## src/design/lrufr_pkg.sv

```systemverilog
package lrufr_pkg;

  localparam int NUM_FRAMES_DEF = 64;
  localparam int FRAME_W        = 6;
  localparam int COUNT_W        = 7;
  localparam int MAX_ADDR_FRAMES = 1 << FRAME_W;

  localparam logic [COUNT_W-1:0] CAP_RESET = 7'd64;

  typedef enum logic [1:0] {
    CMD_PIN    = 2'd0,
    CMD_UNPIN  = 2'd1,
    CMD_VICTIM = 2'd2,
    CMD_NONE   = 2'd3
  } cmd_t;

  typedef enum logic [1:0] {
    ST_DONE   = 2'd0,
    ST_NOCHG  = 2'd1,
    ST_FULL   = 2'd2,
    ST_EMPTY  = 2'd3
  } status_t;

  typedef enum logic {
    FSM_IDLE,
    FSM_COMMIT
  } fsm_t;

endpackage

```

## src/design/lrufr_if.sv

```systemverilog
interface lrufr_in_if;
  logic                           valid;
  logic                           ready;
  logic [1:0]                     command;
  logic [lrufr_pkg::FRAME_W-1:0]  frame_num;

  modport source (output valid, output command, output frame_num, input ready);
  modport sink   (input valid, input command, input frame_num, output ready);
endinterface

interface lrufr_out_if;
  logic                           valid;
  logic                           ready;
  logic [1:0]                     status;
  logic [lrufr_pkg::FRAME_W-1:0]  victim_frame;
  logic [lrufr_pkg::COUNT_W-1:0]  count;

  modport source (output valid, output status, output victim_frame, output count, input ready);
  modport sink   (input valid, input status, input victim_frame, input count, output ready);
endinterface

```

## src/design/lrufr_ram.sv

```systemverilog
module lrufr_ram #(
  parameter int WIDTH = 6,
  parameter int DEPTH = 64
) (
  input  logic                     clk,
  input  logic                     we,
  input  logic [$clog2(DEPTH)-1:0] waddr,
  input  logic [WIDTH-1:0]         wdata,
  input  logic                     re,
  input  logic [$clog2(DEPTH)-1:0] raddr,
  output logic [WIDTH-1:0]         rdata
);

  logic [WIDTH-1:0] mem_r [DEPTH];
  logic [WIDTH-1:0] rdata_r;

  always_ff @(posedge clk) begin
    if (we) begin
      mem_r[waddr] <= wdata;
    end
    if (re) begin
      rdata_r <= mem_r[raddr];
    end
  end

  assign rdata = rdata_r;

endmodule

```

## src/design/lru_frame_replacer_unit.sv

```systemverilog
// LRU frame replacer. Holds the evictable frames oldest first in a doubly
// linked list kept in two link RAMs (previous and next), with a membership
// bit per frame, head, tail and count in flops. Commands: pin removes a
// frame, unpin appends it at the tail (refused when already present or the
// count has reached cfg capacity), victim removes and returns the head.
// Each command beat yields exactly one result beat with status, evicted
// frame and the count after the command. The link RAMs are read in the
// accept cycle (IDLE) and the neighbor links are written back on commit in
// the COMMIT state; no new command is accepted until the FSM is back in
// IDLE. A result may wait on the output while the next command is accepted;
// the commit stalls only if the previous result is still unread.
module lru_frame_replacer_unit #(
  parameter int NUM_FRAMES = lrufr_pkg::NUM_FRAMES_DEF
) (
  input  logic                          clk,
  input  logic                          rst_n,
  lrufr_in_if.sink                      in_ch,
  lrufr_out_if.source                   out_ch,
  input  logic                          cfg_we,
  input  logic [lrufr_pkg::COUNT_W-1:0] cfg_wdata
);

  localparam int DEPTH = (NUM_FRAMES < lrufr_pkg::MAX_ADDR_FRAMES) ?
                         NUM_FRAMES : lrufr_pkg::MAX_ADDR_FRAMES;
  localparam int AW    = $clog2(DEPTH);
  localparam int CW    = lrufr_pkg::COUNT_W;
  localparam int FW    = lrufr_pkg::FRAME_W;

  lrufr_pkg::fsm_t state_r, state_nxt;

  logic [CW-1:0]    capacity_r;
  logic [DEPTH-1:0] present_r, present_nxt;
  logic [AW-1:0]    head_r, head_nxt;
  logic [AW-1:0]    tail_r, tail_nxt;
  logic [CW-1:0]    held_r, held_nxt;

  lrufr_pkg::cmd_t  cmd_r;
  logic [FW-1:0]    frame_r;

  logic             out_valid_r, out_valid_nxt;
  logic [1:0]       out_status_r, out_status_nxt;
  logic [FW-1:0]    out_victim_r, out_victim_nxt;
  logic [CW-1:0]    out_count_r, out_count_nxt;

  logic             accept;
  logic             rd_en;
  logic [AW-1:0]    rd_addr;
  logic [AW-1:0]    prev_q, next_q;
  logic             nx_we, pv_we;
  logic [AW-1:0]    nx_waddr, nx_wdata, pv_waddr, pv_wdata;

  logic             frame_ok;
  logic [AW-1:0]    fa;
  logic [AW-1:0]    uf;
  logic             do_unlink, do_append;
  logic             commit;

  assign in_ch.ready = (state_r == lrufr_pkg::FSM_IDLE);
  assign accept      = in_ch.valid && in_ch.ready;
  assign rd_en       = accept;
  assign rd_addr     = (lrufr_pkg::cmd_t'(in_ch.command) == lrufr_pkg::CMD_VICTIM) ?
                       head_r : in_ch.frame_num[AW-1:0];

  lrufr_ram #(.WIDTH(AW), .DEPTH(DEPTH)) u_next_ram (
    .clk   (clk),
    .we    (nx_we),
    .waddr (nx_waddr),
    .wdata (nx_wdata),
    .re    (rd_en),
    .raddr (rd_addr),
    .rdata (next_q)
  );

  lrufr_ram #(.WIDTH(AW), .DEPTH(DEPTH)) u_prev_ram (
    .clk   (clk),
    .we    (pv_we),
    .waddr (pv_waddr),
    .wdata (pv_wdata),
    .re    (rd_en),
    .raddr (rd_addr),
    .rdata (prev_q)
  );

  assign frame_ok = int'(frame_r) < NUM_FRAMES;
  assign fa       = frame_r[AW-1:0];
  assign commit   = (state_r == lrufr_pkg::FSM_COMMIT) && (!out_valid_r || out_ch.ready);

  always_comb begin
    state_nxt      = state_r;
    present_nxt    = present_r;
    head_nxt       = head_r;
    tail_nxt       = tail_r;
    held_nxt       = held_r;
    out_valid_nxt  = out_valid_r && !out_ch.ready;
    out_status_nxt = out_status_r;
    out_victim_nxt = out_victim_r;
    out_count_nxt  = out_count_r;
    nx_we          = 1'b0;
    nx_waddr       = '0;
    nx_wdata       = '0;
    pv_we          = 1'b0;
    pv_waddr       = '0;
    pv_wdata       = '0;
    do_unlink      = 1'b0;
    do_append      = 1'b0;
    uf             = fa;

    unique case (state_r)
      lrufr_pkg::FSM_IDLE: begin
        if (accept) begin
          state_nxt = lrufr_pkg::FSM_COMMIT;
        end
      end
      lrufr_pkg::FSM_COMMIT: begin
        if (commit) begin
          state_nxt      = lrufr_pkg::FSM_IDLE;
          out_valid_nxt  = 1'b1;
          out_status_nxt = lrufr_pkg::ST_NOCHG;
          out_victim_nxt = '0;
          case (cmd_r)
            lrufr_pkg::CMD_PIN: begin
              if (frame_ok && present_r[fa]) begin
                do_unlink      = 1'b1;
                out_status_nxt = lrufr_pkg::ST_DONE;
              end
            end
            lrufr_pkg::CMD_UNPIN: begin
              if (frame_ok && !present_r[fa]) begin
                if (held_r >= capacity_r) begin
                  out_status_nxt = lrufr_pkg::ST_FULL;
                end else begin
                  do_append      = 1'b1;
                  out_status_nxt = lrufr_pkg::ST_DONE;
                end
              end
            end
            lrufr_pkg::CMD_VICTIM: begin
              if (held_r == '0) begin
                out_status_nxt = lrufr_pkg::ST_EMPTY;
              end else begin
                uf             = head_r;
                do_unlink      = 1'b1;
                out_status_nxt = lrufr_pkg::ST_DONE;
                out_victim_nxt = FW'(head_r);
              end
            end
            default: ;
          endcase

          if (do_unlink) begin
            if (held_r <= CW'(1)) begin
              head_nxt = '0;
              tail_nxt = '0;
            end else begin
              if (uf == head_r) begin
                head_nxt = next_q;
              end else begin
                nx_we    = 1'b1;
                nx_waddr = prev_q;
                nx_wdata = next_q;
              end
              if (uf == tail_r) begin
                tail_nxt = prev_q;
              end else begin
                pv_we    = 1'b1;
                pv_waddr = next_q;
                pv_wdata = prev_q;
              end
            end
            present_nxt[uf] = 1'b0;
            held_nxt        = held_r - CW'(1);
          end

          if (do_append) begin
            if (held_r == '0) begin
              head_nxt = fa;
            end else begin
              nx_we    = 1'b1;
              nx_waddr = tail_r;
              nx_wdata = fa;
            end
            pv_we           = 1'b1;
            pv_waddr        = fa;
            pv_wdata        = tail_r;
            tail_nxt        = fa;
            present_nxt[fa] = 1'b1;
            held_nxt        = held_r + CW'(1);
          end

          out_count_nxt = held_nxt;
        end
      end
      default: state_nxt = lrufr_pkg::FSM_IDLE;
    endcase
  end

  always_ff @(posedge clk) begin
    if (!rst_n) begin
      state_r     <= lrufr_pkg::FSM_IDLE;
      capacity_r  <= lrufr_pkg::CAP_RESET;
      present_r   <= '0;
      head_r      <= '0;
      tail_r      <= '0;
      held_r      <= '0;
      out_valid_r <= 1'b0;
    end else begin
      state_r     <= state_nxt;
      present_r   <= present_nxt;
      head_r      <= head_nxt;
      tail_r      <= tail_nxt;
      held_r      <= held_nxt;
      out_valid_r <= out_valid_nxt;
      if (cfg_we) begin
        capacity_r <= cfg_wdata;
      end
    end
  end

  always_ff @(posedge clk) begin
    if (accept) begin
      cmd_r   <= lrufr_pkg::cmd_t'(in_ch.command);
      frame_r <= in_ch.frame_num;
    end
    out_status_r <= out_status_nxt;
    out_victim_r <= out_victim_nxt;
    out_count_r  <= out_count_nxt;
  end

  assign out_ch.valid        = out_valid_r;
  assign out_ch.status       = out_status_r;
  assign out_ch.victim_frame = out_victim_r;
  assign out_ch.count        = out_count_r;

  a_count_matches_members: assert property (
    @(posedge clk) disable iff (!rst_n)
    $countones(present_r) == int'(held_r)
  ) else $error("member bits disagree with count");

  a_empty_list_zero_ends: assert property (
    @(posedge clk) disable iff (!rst_n)
    (held_r == '0) |-> (head_r == '0) && (tail_r == '0)
  ) else $error("empty list with nonzero head or tail");

  a_result_from_commit: assert property (
    @(posedge clk) disable iff (!rst_n)
    $rose(out_valid_r) |-> $past(state_r == lrufr_pkg::FSM_COMMIT)
  ) else $error("result raised outside commit");

  a_single_member_ends: assert property (
    @(posedge clk) disable iff (!rst_n)
    (held_r == CW'(1)) |-> (head_r == tail_r) && present_r[head_r]
  ) else $error("single member list has inconsistent ends");

endmodule

```

## src/flat_wrapper.sv

```systemverilog
// flat-port wrapper written by rule: the top's interface ports become plain ports
module lru_frame_replacer_unit_flat 
#(
  parameter int NUM_FRAMES = lrufr_pkg::NUM_FRAMES_DEF
)
  (clk, rst_n, cfg_we, cfg_wdata, in_ch_valid, in_ch_command, in_ch_frame_num, in_ch_ready, out_ch_valid, out_ch_status, out_ch_victim_frame, out_ch_count, out_ch_ready);
  lrufr_in_if in_ch_i ();
  lrufr_out_if out_ch_i ();
  input  logic clk;
  input  logic rst_n;
  input  logic cfg_we;
  input  logic [lrufr_pkg::COUNT_W-1:0] cfg_wdata;
  input wire logic [$bits(in_ch_i.valid)-1:0] in_ch_valid;
  input wire logic [$bits(in_ch_i.command)-1:0] in_ch_command;
  input wire logic [$bits(in_ch_i.frame_num)-1:0] in_ch_frame_num;
  output wire logic [$bits(in_ch_i.ready)-1:0] in_ch_ready;
  output wire logic [$bits(out_ch_i.valid)-1:0] out_ch_valid;
  output wire logic [$bits(out_ch_i.status)-1:0] out_ch_status;
  output wire logic [$bits(out_ch_i.victim_frame)-1:0] out_ch_victim_frame;
  output wire logic [$bits(out_ch_i.count)-1:0] out_ch_count;
  input wire logic [$bits(out_ch_i.ready)-1:0] out_ch_ready;
  assign in_ch_i.valid = in_ch_valid;
  assign in_ch_i.command = in_ch_command;
  assign in_ch_i.frame_num = in_ch_frame_num;
  assign in_ch_ready = in_ch_i.ready;
  assign out_ch_valid = out_ch_i.valid;
  assign out_ch_status = out_ch_i.status;
  assign out_ch_victim_frame = out_ch_i.victim_frame;
  assign out_ch_count = out_ch_i.count;
  assign out_ch_i.ready = out_ch_ready;
  lru_frame_replacer_unit #(.NUM_FRAMES(NUM_FRAMES)) u_core (.clk(clk), .rst_n(rst_n), .in_ch(in_ch_i), .out_ch(out_ch_i), .cfg_we(cfg_we), .cfg_wdata(cfg_wdata));
endmodule
```

## config.mk

```make
export PLATFORM = sky130hd
export DESIGN_NAME = lru_frame_replacer_unit_flat
export DESIGN_NICKNAME = d
export VERILOG_FILES = /design/src/design/lrufr_pkg.sv /design/src/design/lrufr_if.sv /design/src/design/lrufr_ram.sv /design/src/design/lru_frame_replacer_unit.sv /design/src/flat_wrapper.sv
export SDC_FILE = /design/constraint.sdc
export NUM_CORES = 1
export LEC_CHECK = 0
export BUFFER_PORTS_ARGS = -buffer_cell sky130_fd_sc_hd__buf_2
export CORE_MARGIN = 3
export CORE_UTILIZATION = 63
export DETAILED_ROUTE_END_ITERATION = 8
export GPL_TIMING_DRIVEN = 0
export PLACE_DENSITY = 0.79
export SLEW_MARGIN = 20
export SYNTH_ARGS = -nofsm -noshare
export SYNTH_HDL_FRONTEND = slang
export SYNTH_SLANG_ARGS = --single-unit
export TNS_END_PERCENT = 20
```

## constraint.sdc

```tcl
create_clock -name clk -period 5.4 [get_ports clk]
set_input_delay 1.35 -clock clk [delete_from_list [all_inputs] [get_ports clk]]
set_output_delay 1.35 -clock clk [all_outputs]
set_load 0.03 [all_outputs]
```

# == Yosys cells after proc, flatten, opt, wreduce, memory -nomap -nowiden ==
# Memory sizes are Yosys's and may differ from the RTL's. A register that Yosys moved wholly into a read port is not among the register bits.
# Cells that the tools add are included.
# classes
add_sub_neg,2
n_mul,0
div_mod_pow,0
order_cmp,6
eq_ne,5
shifts,0
n_mux,89
bitwise_logic,5
n_reduce_logical,15
# op_table
cell,n
two-way mux 64 bit,4
two-way mux 6 bit,40
bitwise AND 64 bit,1
NOT 64 bit,1
bitwise OR 64 bit,1
two-way mux 1 bit,34
less-than comparator 6 x 7 -> 1 bit (second input constant),2
two-way mux 7 bit,2
demux 1 bit (select 6 bit),2
equality test 6 bit,2
>= comparator 6 x 1 -> 1 bit (second input constant),2
adder 7 x 1 -> 7 bit (second input constant),1
>= comparator 7 bit,1
less-or-equal comparator 7 x 1 -> 1 bit (second input constant),1
zero test 7 bit,1
subtractor 7 x 1 -> 7 bit (second input constant),1
binary-select mux 1 bit (select 6 bit),1
two-way mux 2 bit,3
case mux 2 bit (3 select lines),1
logical AND 1 bit,5
equality test 2 bit (second input constant),2
case mux 1 bit (2 select lines),2
AND reduction 4 bit,1
nonzero test 3 bit,1
8 further kinds,10
# totals
ff_bits,115
latch_bits,0
ramBits,768
mem_bits_ro,0
input_bits,20
output_inout_bits,17
word_cells,136
mem_count,2
# memory_table
memory,words,word_bits,read_ports,rd_ports_with_merged_regs,wr,line,rtl
u_core.u_next_ram.mem_r,64,6,1,1,1,lrufr_ram.sv:14,logic [WIDTH-1:0] mem_r [DEPTH];
u_core.u_prev_ram.mem_r,64,6,1,1,1,lrufr_ram.sv:14,

# == Longest topological paths before layout ==
# Gate-level depths: netlist of run 1.
# depth
word_depth,16
mapped_depth,14
mapped_depth_nobuf,10

# == Hierarchy ==
# From an unflattened synthesis of run 1, not the netlist that was laid out.
# unflattened
hier_cells,2195
hier_area_um2,37128.1
# by_module_without_submodules
module,n_inst,cells_per_inst,area_each_um2,seq_area_each_um2
lrufr_ram,2,720,15285.9,11711.2
lru_frame_replacer_unit,1,755,6556.3,2532.4

# == Worst setup path after synthesis of run 1 ==
# OpenSTA, ideal clock, no wires.
# synth_path
path_type,reg-to-reg
start,reg u_core.held_r[0]
end,"mem u_core.u_prev_ram.mem_r[0][3], data pin"
setup_time_ns,0.499
arrival_ns,4.122
t_required_ns,4.901
path_slack_ns,0.778
stages_incl_launch_ff,13
path_buffers,3
synth_period_minus_slack_ns,4.622
path_cell_list,dfxtp_1 clkbuf_1 inv_1 ha_1 nand2b_1 a21o_1 a21oi_1 o211ai_1 nor3_2 buf_2 buf_1 a22oi_1 nor2_1
# synth_via
elab_chain_cells,12
elab_cells_between_ends,23
classes_between,order compare (2); eq/ne (1); mux (19); reduce/logical (1)
# synth_lines
item,line,rtl
"start, declared",lru_frame_replacer_unit.sv:35,"logic [CW-1:0] held_r, held_nxt;"
"start signal, assigned",lru_frame_replacer_unit.sv:211,held_r <= held_nxt;
zero test 7 bit,lru_frame_replacer_unit.sv:138,if (held_r == '0) begin
two-way mux 6 bit,lru_frame_replacer_unit.sv:138,
two-way mux 6 bit,lru_frame_replacer_unit.sv:120,case (cmd_r)
two-way mux 6 bit,lru_frame_replacer_unit.sv:115,if (commit) begin
two-way mux 6 bit,lru_frame_replacer_unit.sv:108,unique case (state_r)
equality test 6 bit,lru_frame_replacer_unit.sv:162,if (uf == tail_r) begin
two-way mux 6 bit,lru_frame_replacer_unit.sv:162,
two-way mux 6 bit,lru_frame_replacer_unit.sv:151,if (held_r <= CW'(1)) begin
two-way mux 6 bit,lru_frame_replacer_unit.sv:150,if (do_unlink) begin
two-way mux 6 bit (*),lru_frame_replacer_unit.sv:174,if (do_append) begin
two-way mux 6 bit (*),lru_frame_replacer_unit.sv:115,
two-way mux 6 bit (*),lru_frame_replacer_unit.sv:108,
via u_core.pv_wdata[3],lru_frame_replacer_unit.sv:50,"logic [AW-1:0] nx_waddr, nx_wdata, pv_waddr, pv_wdata;"
"end, declared",lrufr_ram.sv:14,
# The timed path passes the listed nets; every way through them passes the cells marked *. The select of a mux whose other input is x is not followed.

# == Final worst setup path of run 1 ==
# layout_path
start,"reg u_core.frame_r[0], in the netlist u_core.fa[0]"
end,mem u_core.u_next_ram.mem_r[38][5] (enable)
# layout_via
elab_chain_cells,14
elab_cells_between_ends,31
classes_between,eq/ne (1); mux (30)
# layout_lines
item,line,rtl
"start, declared",lru_frame_replacer_unit.sv:38,logic [FW-1:0] frame_r;
"start signal, assigned",lru_frame_replacer_unit.sv:222,frame_r <= in_ch.frame_num;
branches (longest 14 deep; another with binary-select mux 1 bit (select 6 bit)),-,
"end, declared",lrufr_ram.sv:14,
# Parallel ways; which one is timed is not known. The select of a mux whose other input is x is not followed.

==> results.tsv, run 1 <==
stage	metric	value	unit
status	outcome	completed	
critical_path	Crit path depth	12	
min_path	Worst Hold Launch	u_core.capacity_r[1]$_SDFFE_PN0P_	
clock_tree	CTS buffer count	88	
global_routing	vias in the first global route	23642	
synthesis	EDFF count, synth	803	
power_and_ir_drop	P_leak	13.7	nW
clock_tree	CTS Hold Bufs	0	
critical_path	Setup crit start kind	flip-flop	
synthesis	syn avg cell area	16.2	sq um
clock_tree	Clock Latency Late Sink	660	ps
floorplanning	initial core utilization	64.2	%
sta	Setup Skew	28.2	ps
global_routing	pin count of the biggest net entering global routing	37	
synthesis	Synth async-reset ratio	0	%
sta	worst hold slack	505	ps
floorplanning	die width	249	microns
global_routing	met2 Track Usage GR	53.8	%
critical_path	cell family with most CP delay	simple AND/OR/NAND/NOR gates	
route	Wirelength per Cell	32.3	microns
synthesis	yosys warns	0	
critical_path	worst path bufs/invs	4	
layout	share of cells above drive strength 1	19.4	%
global_routing	global-route wire length before repair	157	mm
critical_path	Worst Path Required	5680	ps
global_routing	GRT Overall Usage	34.7	%
synthesis	Synth top area share	64.6	%
global_routing	met3 Use GR	8.85	%
floorplanning	Die Y	249	microns
synthesis	largest area contributor in the netlist	edfxtp_1	
route	total wire length	107	mm
route	Initial DRT Pass Iterations	9	
placed_design	port bufs	35	
layout	ant diodes	0	
synthesis	Post-Syn Area	37300	sq um
clock_tree	Root Driver	clkbuf_16	
placed_design	dpl ws	-784	ps
route	DRC errors left	0	
global_routing	antenna violations before repair	0	
floorplanning	Die ar.	62200	sq um
global_routing	met1 GRT Util	45.8	%
global_routing	GRT Max-Usage Layer	met2	
critical_path	worst r2r src	u_core.fa[0]$_DFFE_PP_	
min_path	hold path depth	2	
min_path	WHS Endpoint	u_core.capacity_r[1]$_SDFFE_PN0P_	
layout	Layout Area Growth over Synthesis	12.5	%
synthesis	top-count cell post-synth	edfxtp_1	
critical_path	reg2reg setup slack	10	ps
sta	Setup Viol. Count Final	0	
sta	minimum clock period	5390	ps
synthesis	top cells by count, synth	edfxtp_1 (803), mux4_2 (192), nor2_1 (168), nand2_1 (150), clkbuf_1 (108)	
synthesis	Seq cells post-synth	895	
critical_path	critical path class	flip-flop to flip-flop	
route	routed via count	23743	
clock_tree	post-CTS setup buffers	0	
route	Antenna Nets Post-Route	0	
critical_path	R2R Path End	u_core.u_next_ram.mem_r[38][5]$_DFFE_PP_	
synthesis	syn_nets	2336	
critical_path	crit-path max FO	10	
clock_tree	post-CTS resize count	2	
critical_path	arrival time worst endpoint	5670	ps
global_routing	GR Overflow Total	0	
critical_path	worst stage delay on the critical path	710	ps
sta	Final period util	99.8	%
min_path	Hold WC Path Type	flip-flop to flip-flop	
sta	RSZ-0062 raised after global routing	yes	
job	Max-Cap Viols	0	
route	Initial DRC Count	3322	
sta	Final WS setup	10.7	ps
synthesis	Synth Flop Type	edfxtp_1	
synthesis	synth top area cells	edfxtp_1 (65%), mux4_2 (12%), dfxtp_1 (4.9%), nor2_1 (1.7%), nand2_1 (1.5%)	
floorplanning	cell row count	88	
sta	Max Clk Rate	186	MHz
sta	fin. max-slew vios	0	
synthesis	synth unique cells	71	
route	drt via density	7.20	
placed_design	HPWL after detailed placement	69.5	mm
clock_tree	clock slew at reported path FFs	60	ps
power_and_ir_drop	maximum VDD drop	0.000315	V
critical_path	CP max stage cell	nor2_1	
synthesis	Gate Count Post-Synth	2305	
placed_design	gpl congestion	1.00	
critical_path	CP Cell Sequence	buf_4 -> buf_2 -> mux2i_1 -> nand2_1 -> a31oi_1 -> nand4_1 -> nor4_1 -> buf_2 -> a31oi_1 -> or2_2 -> clkbuf_1 -> nor2_1	
sta	Hold Vio Cnt, Final	0	
clock_tree	CTS tree	yes	
clock_tree	clock sink count	895	
clock_tree	buffer levels on the longest clock path	3	
power_and_ir_drop	PD cells	366	nW/um^2
clock_tree	CTS HTree Levels	3	
sta	Slew headroom	20.9	%
critical_path	crit end category	flip-flop	
critical_path	R2R depth	12	
layout	layout net count	2487	
sta	Slew @ Worst Pin	1190	ps
synthesis	post-synthesis sequential area ratio	69.5	%
floorplanning	core area	58100	sq um
floorplanning	# IOs	37	
-- routing by layer --
metal / up-vias / part of all wire, %
met1: 11850 / 35
met2: 1911 / 47
met3: 430 / 12
met4: 0 / 6.3
li1: 9552 / -
met5: - / 0
-- flip-flops by register name, indices dropped and copies added (netlist names), 6 cells and up --
| register | count |
|---|---|
| u_core.u_next_ram.mem_r | 384 |
| u_core.u_prev_ram.mem_r | 384 |
| u_core.present_r | 64 |
| u_core.capacity_r | 7 |
| u_core.held_r | 7 |
| u_core.out_ch.count | 7 |
| u_core.fa | 6 |
| u_core.head_r | 6 |
| u_core.out_ch.victim_frame | 6 |
| u_core.tail_r | 6 |
| u_core.u_next_ram.rdata | 6 |
| u_core.u_prev_ram.rdata | 6 |
-- worst min-delay path, stage by stage (launching register included) --
cell,delay [ps]
dfxtp_1,330
mux2i_1,70
nor2_1,80
-- final cells by class --
class	count	area, sq um
flip-flops and latches	895	26000
fillers	3402	16100
multi-input cells	1216	10700
clock buffers	108	2400
well taps	765	957
plain buffers	171	728
repair buffers	61	639
clock inverters	57	526
inverters	23	86.3
-- kinds of logic (layout without fill, tap and decap cells) --
kind of cell / after synthesis / after routing / synth area share (%)
flip-flops: 895 / 895 / 69.5
AND/OR/NAND/NOR: 502 / 502 / 6.32
AO/OA/AOI/OAI: 436 / 436 / 8.10
multiplexers: 244 / 244 / 13.0
buffers and inverters: 194 / 420 / 2.14
XOR/XNOR: 23 / 23 / 0.540
adder cells (fa/ha/maj): 11 / 11 / 0.369
-- per-stage QoR --
step                util (%)  cells   TNS, ps  area, sq um  total power, mW
finish                  72.2   3296         0        42000             15.4
global route            72.2   3296     -3060        42000             15.7
CTS                     72.2   3296         0        42000             15.3
detailed placement      67.1   3131     -7270        39000             9.25
global placement        66.2   3105  -1703210        38500             9.18
floorplan                  -   2305         0        37300             8.71
-- layout by cell type (no fill, tap or decap), types with 36 or more instances in the layout --
master     netlist  final
a211oi_1        68     68
a21oi_1         54     53
a31oi_1         36     36
and2_1          56     56
buf_2           41     76
clkbuf_1       108    117
clkbuf_16        0     92
dfxtp_1         92     92
edfxtp_1       803    803
mux2i_1         47     46
mux4_2         192    192
nand2_1        150    150
nor2_1         168    150
o211ai_1        75     75
o21ai_0         78     78
-- worst max-delay path by stage --
stage,from,to,slack (ps)
3_3_place_gp,u_core.fa[0]$_DFFE_PP_,u_core.u_prev_ram.mem_r[23][2]$_DFFE_PP_,-2840
4_1_cts,in_ch_command[0],u_core.u_next_ram.rdata[4]$_DFFE_PP_,9
6_report,u_core.fa[0]$_DFFE_PP_,u_core.u_next_ram.mem_r[38][5]$_DFFE_PP_,10
3_5_place_dp,in_ch_command[0],u_core.u_prev_ram.rdata[3]$_DFFE_PP_,-780
2_1_floorplan,u_core.held_r[0]$_SDFFE_PN0P_,u_core.u_prev_ram.mem_r[0][3]$_DFFE_PP_,780
5_1_grt,u_core.fa[0]$_DFFE_PP_,u_core.u_prev_ram.mem_r[45][0]$_DFFE_PP_,-80
-- power breakdown --
part	internal (mW)	total [mW]	switching [mW]
logic	0.501	1.56	1.06
clock network	3.53	6.20	2.67
registers	7.57	7.61	0.0422
total	11.6	15.4	3.77
No activity file was read; power rests on OpenSTA's default activity.
==> run 2: changes to the inputs <==
- CELL_PAD_IN_SITES_DETAIL_PLACEMENT: unset -> 0
- CELL_PAD_IN_SITES_GLOBAL_PLACEMENT: unset -> 1
- CORE_UTILIZATION: 63 -> 54
- PLACE_DENSITY: 0.79 -> unset
- PLACE_DENSITY_LB_ADDON: unset -> 0.1
==> run 2 against run 1 <==
Effect of this change: the flow now finishes with violations (setup timing); largest power group unchanged; clock power increased by 3.4%; combinational power hardly changed; non-clock buffer count is 4 higher; wire length is 0.86% lower.
==> results.tsv, run 2 (same netlist as run 1, synthesis figures left out) <==
stage	metric	value	unit
status	outcome	finished, violations left	
status	failing checks	setup timing	
clock_tree	Root Driver	clkbuf_16	
sta	Setup Skew	31.7	ps
clock_tree	Clock Latency Late Sink	670	ps
critical_path	Setup crit start kind	input port	
route	Highest Signal Layer	met5	
global_routing	antenna violations before repair	4	
floorplanning	Die Y	269	microns
power_and_ir_drop	maximum VDD drop	0.000319	V
route	Antenna Nets Post-Route	0	
placed_design	HPWL after detailed placement	72.5	mm
sta	Final period util	101	%
floorplanning	cell row count	95	
route	Wirelength per Cell	30.6	microns
sta	Slew headroom	15.0	%
layout	ant diodes	0	
layout	# fillers	4932	
critical_path	crit end category	flip-flop	
layout	layout net count	2495	
floorplanning	Die ar.	72300	sq um
global_routing	global-route wire length before repair	153	mm
layout	most common cell after layout, fill and taps aside	edfxtp_1	
sta	Final WS setup	-50.4	ps
route	DRC errors left	0	
sta	setup TNS	-71.4	ps
layout	most frequent cells in the layout	edfxtp_1 (803), mux4_2 (192), nand2_1 (150)	
power_and_ir_drop	P_leak	13.8	nW
clock_tree	post-CTS setup buffers	0	
route	routed via count	22696	
floorplanning	# IOs	37	
critical_path	worst r2r src	u_core.fa[0]$_DFFE_PP_	
placed_design	port bufs	35	
critical_path	crit-path max FO	10	
min_path	Hold WC Path Type	flip-flop to flip-flop	
global_routing	GR Overflow Total	0	
critical_path	R2R depth	12	
layout	Core Util, Final	62.6	%
route	drt via density	6.56	
global_routing	GRT Overall Usage	29.7	%
clock_tree	CTS buffer count	91	
floorplanning	initial core utilization	55.0	%
clock_tree	clock slew at reported path FFs	60	ps
sta	Hold Vio Cnt, Final	0	
critical_path	critical path class	input port to flip-flop	
power_and_ir_drop	PD cells	367	nW/um^2
critical_path	reg2reg setup slack	80	ps
critical_path	arrival time worst endpoint	5820	ps
layout	biggest regs	u_core.u_next_ram.mem_r: 384 flops, u_core.u_prev_ram.mem_r: 384 flops, u_core.present_r: 64 flops	
clock_tree	CTS HTree Levels	3	
critical_path	CP startpoint	in_ch_command[0]	
job	Max-Cap Viols	0	
route	met3 routed WL	10.2	mm
layout	Layout Area Growth over Synthesis	13.8	%
critical_path	R2R Path End	u_core.u_next_ram.mem_r[47][3]$_DFFE_PP_	
placed_design	dpl ws	-880	ps
clock_tree	CTS tree	yes	
sta	Slew @ Worst Pin	1280	ps
route	Initial DRC Count	2816	
layout	share of cells above drive strength 1	19.9	%
sta	RSZ-0062 raised after global routing	yes	
global_routing	pin count of the biggest net entering global routing	37	
floorplanning	core area	67900	sq um
sta	fin. max-slew vios	0	
floorplanning	die width	269	microns
route	metal2 WL	49.0	mm
route	Initial DRT Pass Iterations	6	
critical_path	Worst Setup EP	u_core.u_next_ram.rdata[2]$_DFFE_PP_	
critical_path	Worst Path Required	5770	ps
placed_design	gpl congestion	0.939	
sta	minimum clock period	5450	ps
clock_tree	clock sink count	895	
sta	Setup Viol. Count Final	2	
global_routing	vias in the first global route	22387	
clock_tree	CTS Hold Bufs	0	
clock_tree	buffer levels on the longest clock path	3	
route	met1 wire length	41.6	mm
route	total wire length	106	mm
sta	Max Clk Rate	183	MHz
==> run 2: changes by cell type in the layout (fill, tap and decap cells not counted), moves of 5 or more <==
cell / delta
clkbuf_1: +6
nor2_2: +15
clkinv_2: -5
nor2_1: -14
==> run 2: cell type report <==
cell class / instances / area [sq um] / area share [%]
Timing Repair Buffer: 65 / 719 / 1.69
Clock buffer: 115 / 2440 / 5.74
Tap cell: 921 / 1150 / 2.71
Buffer: 171 / 739 / 1.74
Sequential cell: 895 / 26000 / 61.1
Multi-Input combinational cell: 1217 / 10700 / 25.3
Clock inverter: 52 / 638 / 1.50
Inverter: 23 / 86.3 / 0.203
==> run 2: per-stage QoR <==
step	hold WS [ps]	power [mW]	area, sq um	cells
2_1_floorplan	460	8.71	37300	2305
3_3_place_gp	481	9.24	38700	3261
3_5_place_dp	489	9.29	39300	3291
4_1_cts	504	15.6	42400	3458
5_1_grt	533	16.0	42500	3459
6_report	492	15.6	42500	3459
==> run 2: layer usage <==
metal  global-route usage (%)  vias up
met5                        0        -
met4                     11.7        4
met3                     6.10      271
met2                     46.3     1225
met1                     41.8    11627
li1                         -     9569
==> run 2: what timing repair did <==
item / CTS / global route
endpoints found under the setup margin: 8 / 331
resized for setup: 6 / 23
pin swaps: 0 / 1
cloned: 0 / 1
==> run 2: worst min path at each step <==
| stage | slack, ps | cells past startpoint | to | startpoint |
|---|---|---|---|---|
| detailed placement | 490 | 2 | u_core.capacity_r[2]$_SDFFE_PN0P_ | u_core.capacity_r[2]$_SDFFE_PN0P_ |
| floorplan | 460 | 2 | u_core.capacity_r[1]$_SDFFE_PN0P_ | u_core.capacity_r[1]$_SDFFE_PN0P_ |
| finish | 490 | 2 | u_core.capacity_r[2]$_SDFFE_PN0P_ | u_core.capacity_r[2]$_SDFFE_PN0P_ |
| global route | 530 | 2 | u_core.present_r[10]$_SDFFE_PN0P_ | u_core.present_r[10]$_SDFFE_PN0P_ |
| global placement | 480 | 2 | u_core.capacity_r[3]$_SDFFE_PN0P_ | u_core.capacity_r[3]$_SDFFE_PN0P_ |
| CTS | 500 | 2 | u_core.present_r[42]$_SDFFE_PN0P_ | u_core.present_r[42]$_SDFFE_PN0P_ |
==> run 2: power by group <==
part	internal (mW)	switching, mW	leakage (nW)
Clock	3.75	2.66	1.49
Combinational	0.505	1.07	4.01
Sequential	7.57	0.0444	8.27
==> run 2: worst max-delay path, cell delays in order <==
cell and delay [ps]:
buf_2 140, nand2b_1 110, clkbuf_1 380, mux2i_1 470, buf_1 740, clkdlybuf4s15_2 630, clkbuf_1 640, mux4_2 440
nand2_1 110, a31oi_1 200, a211oi_1 510, a21oi_1 100
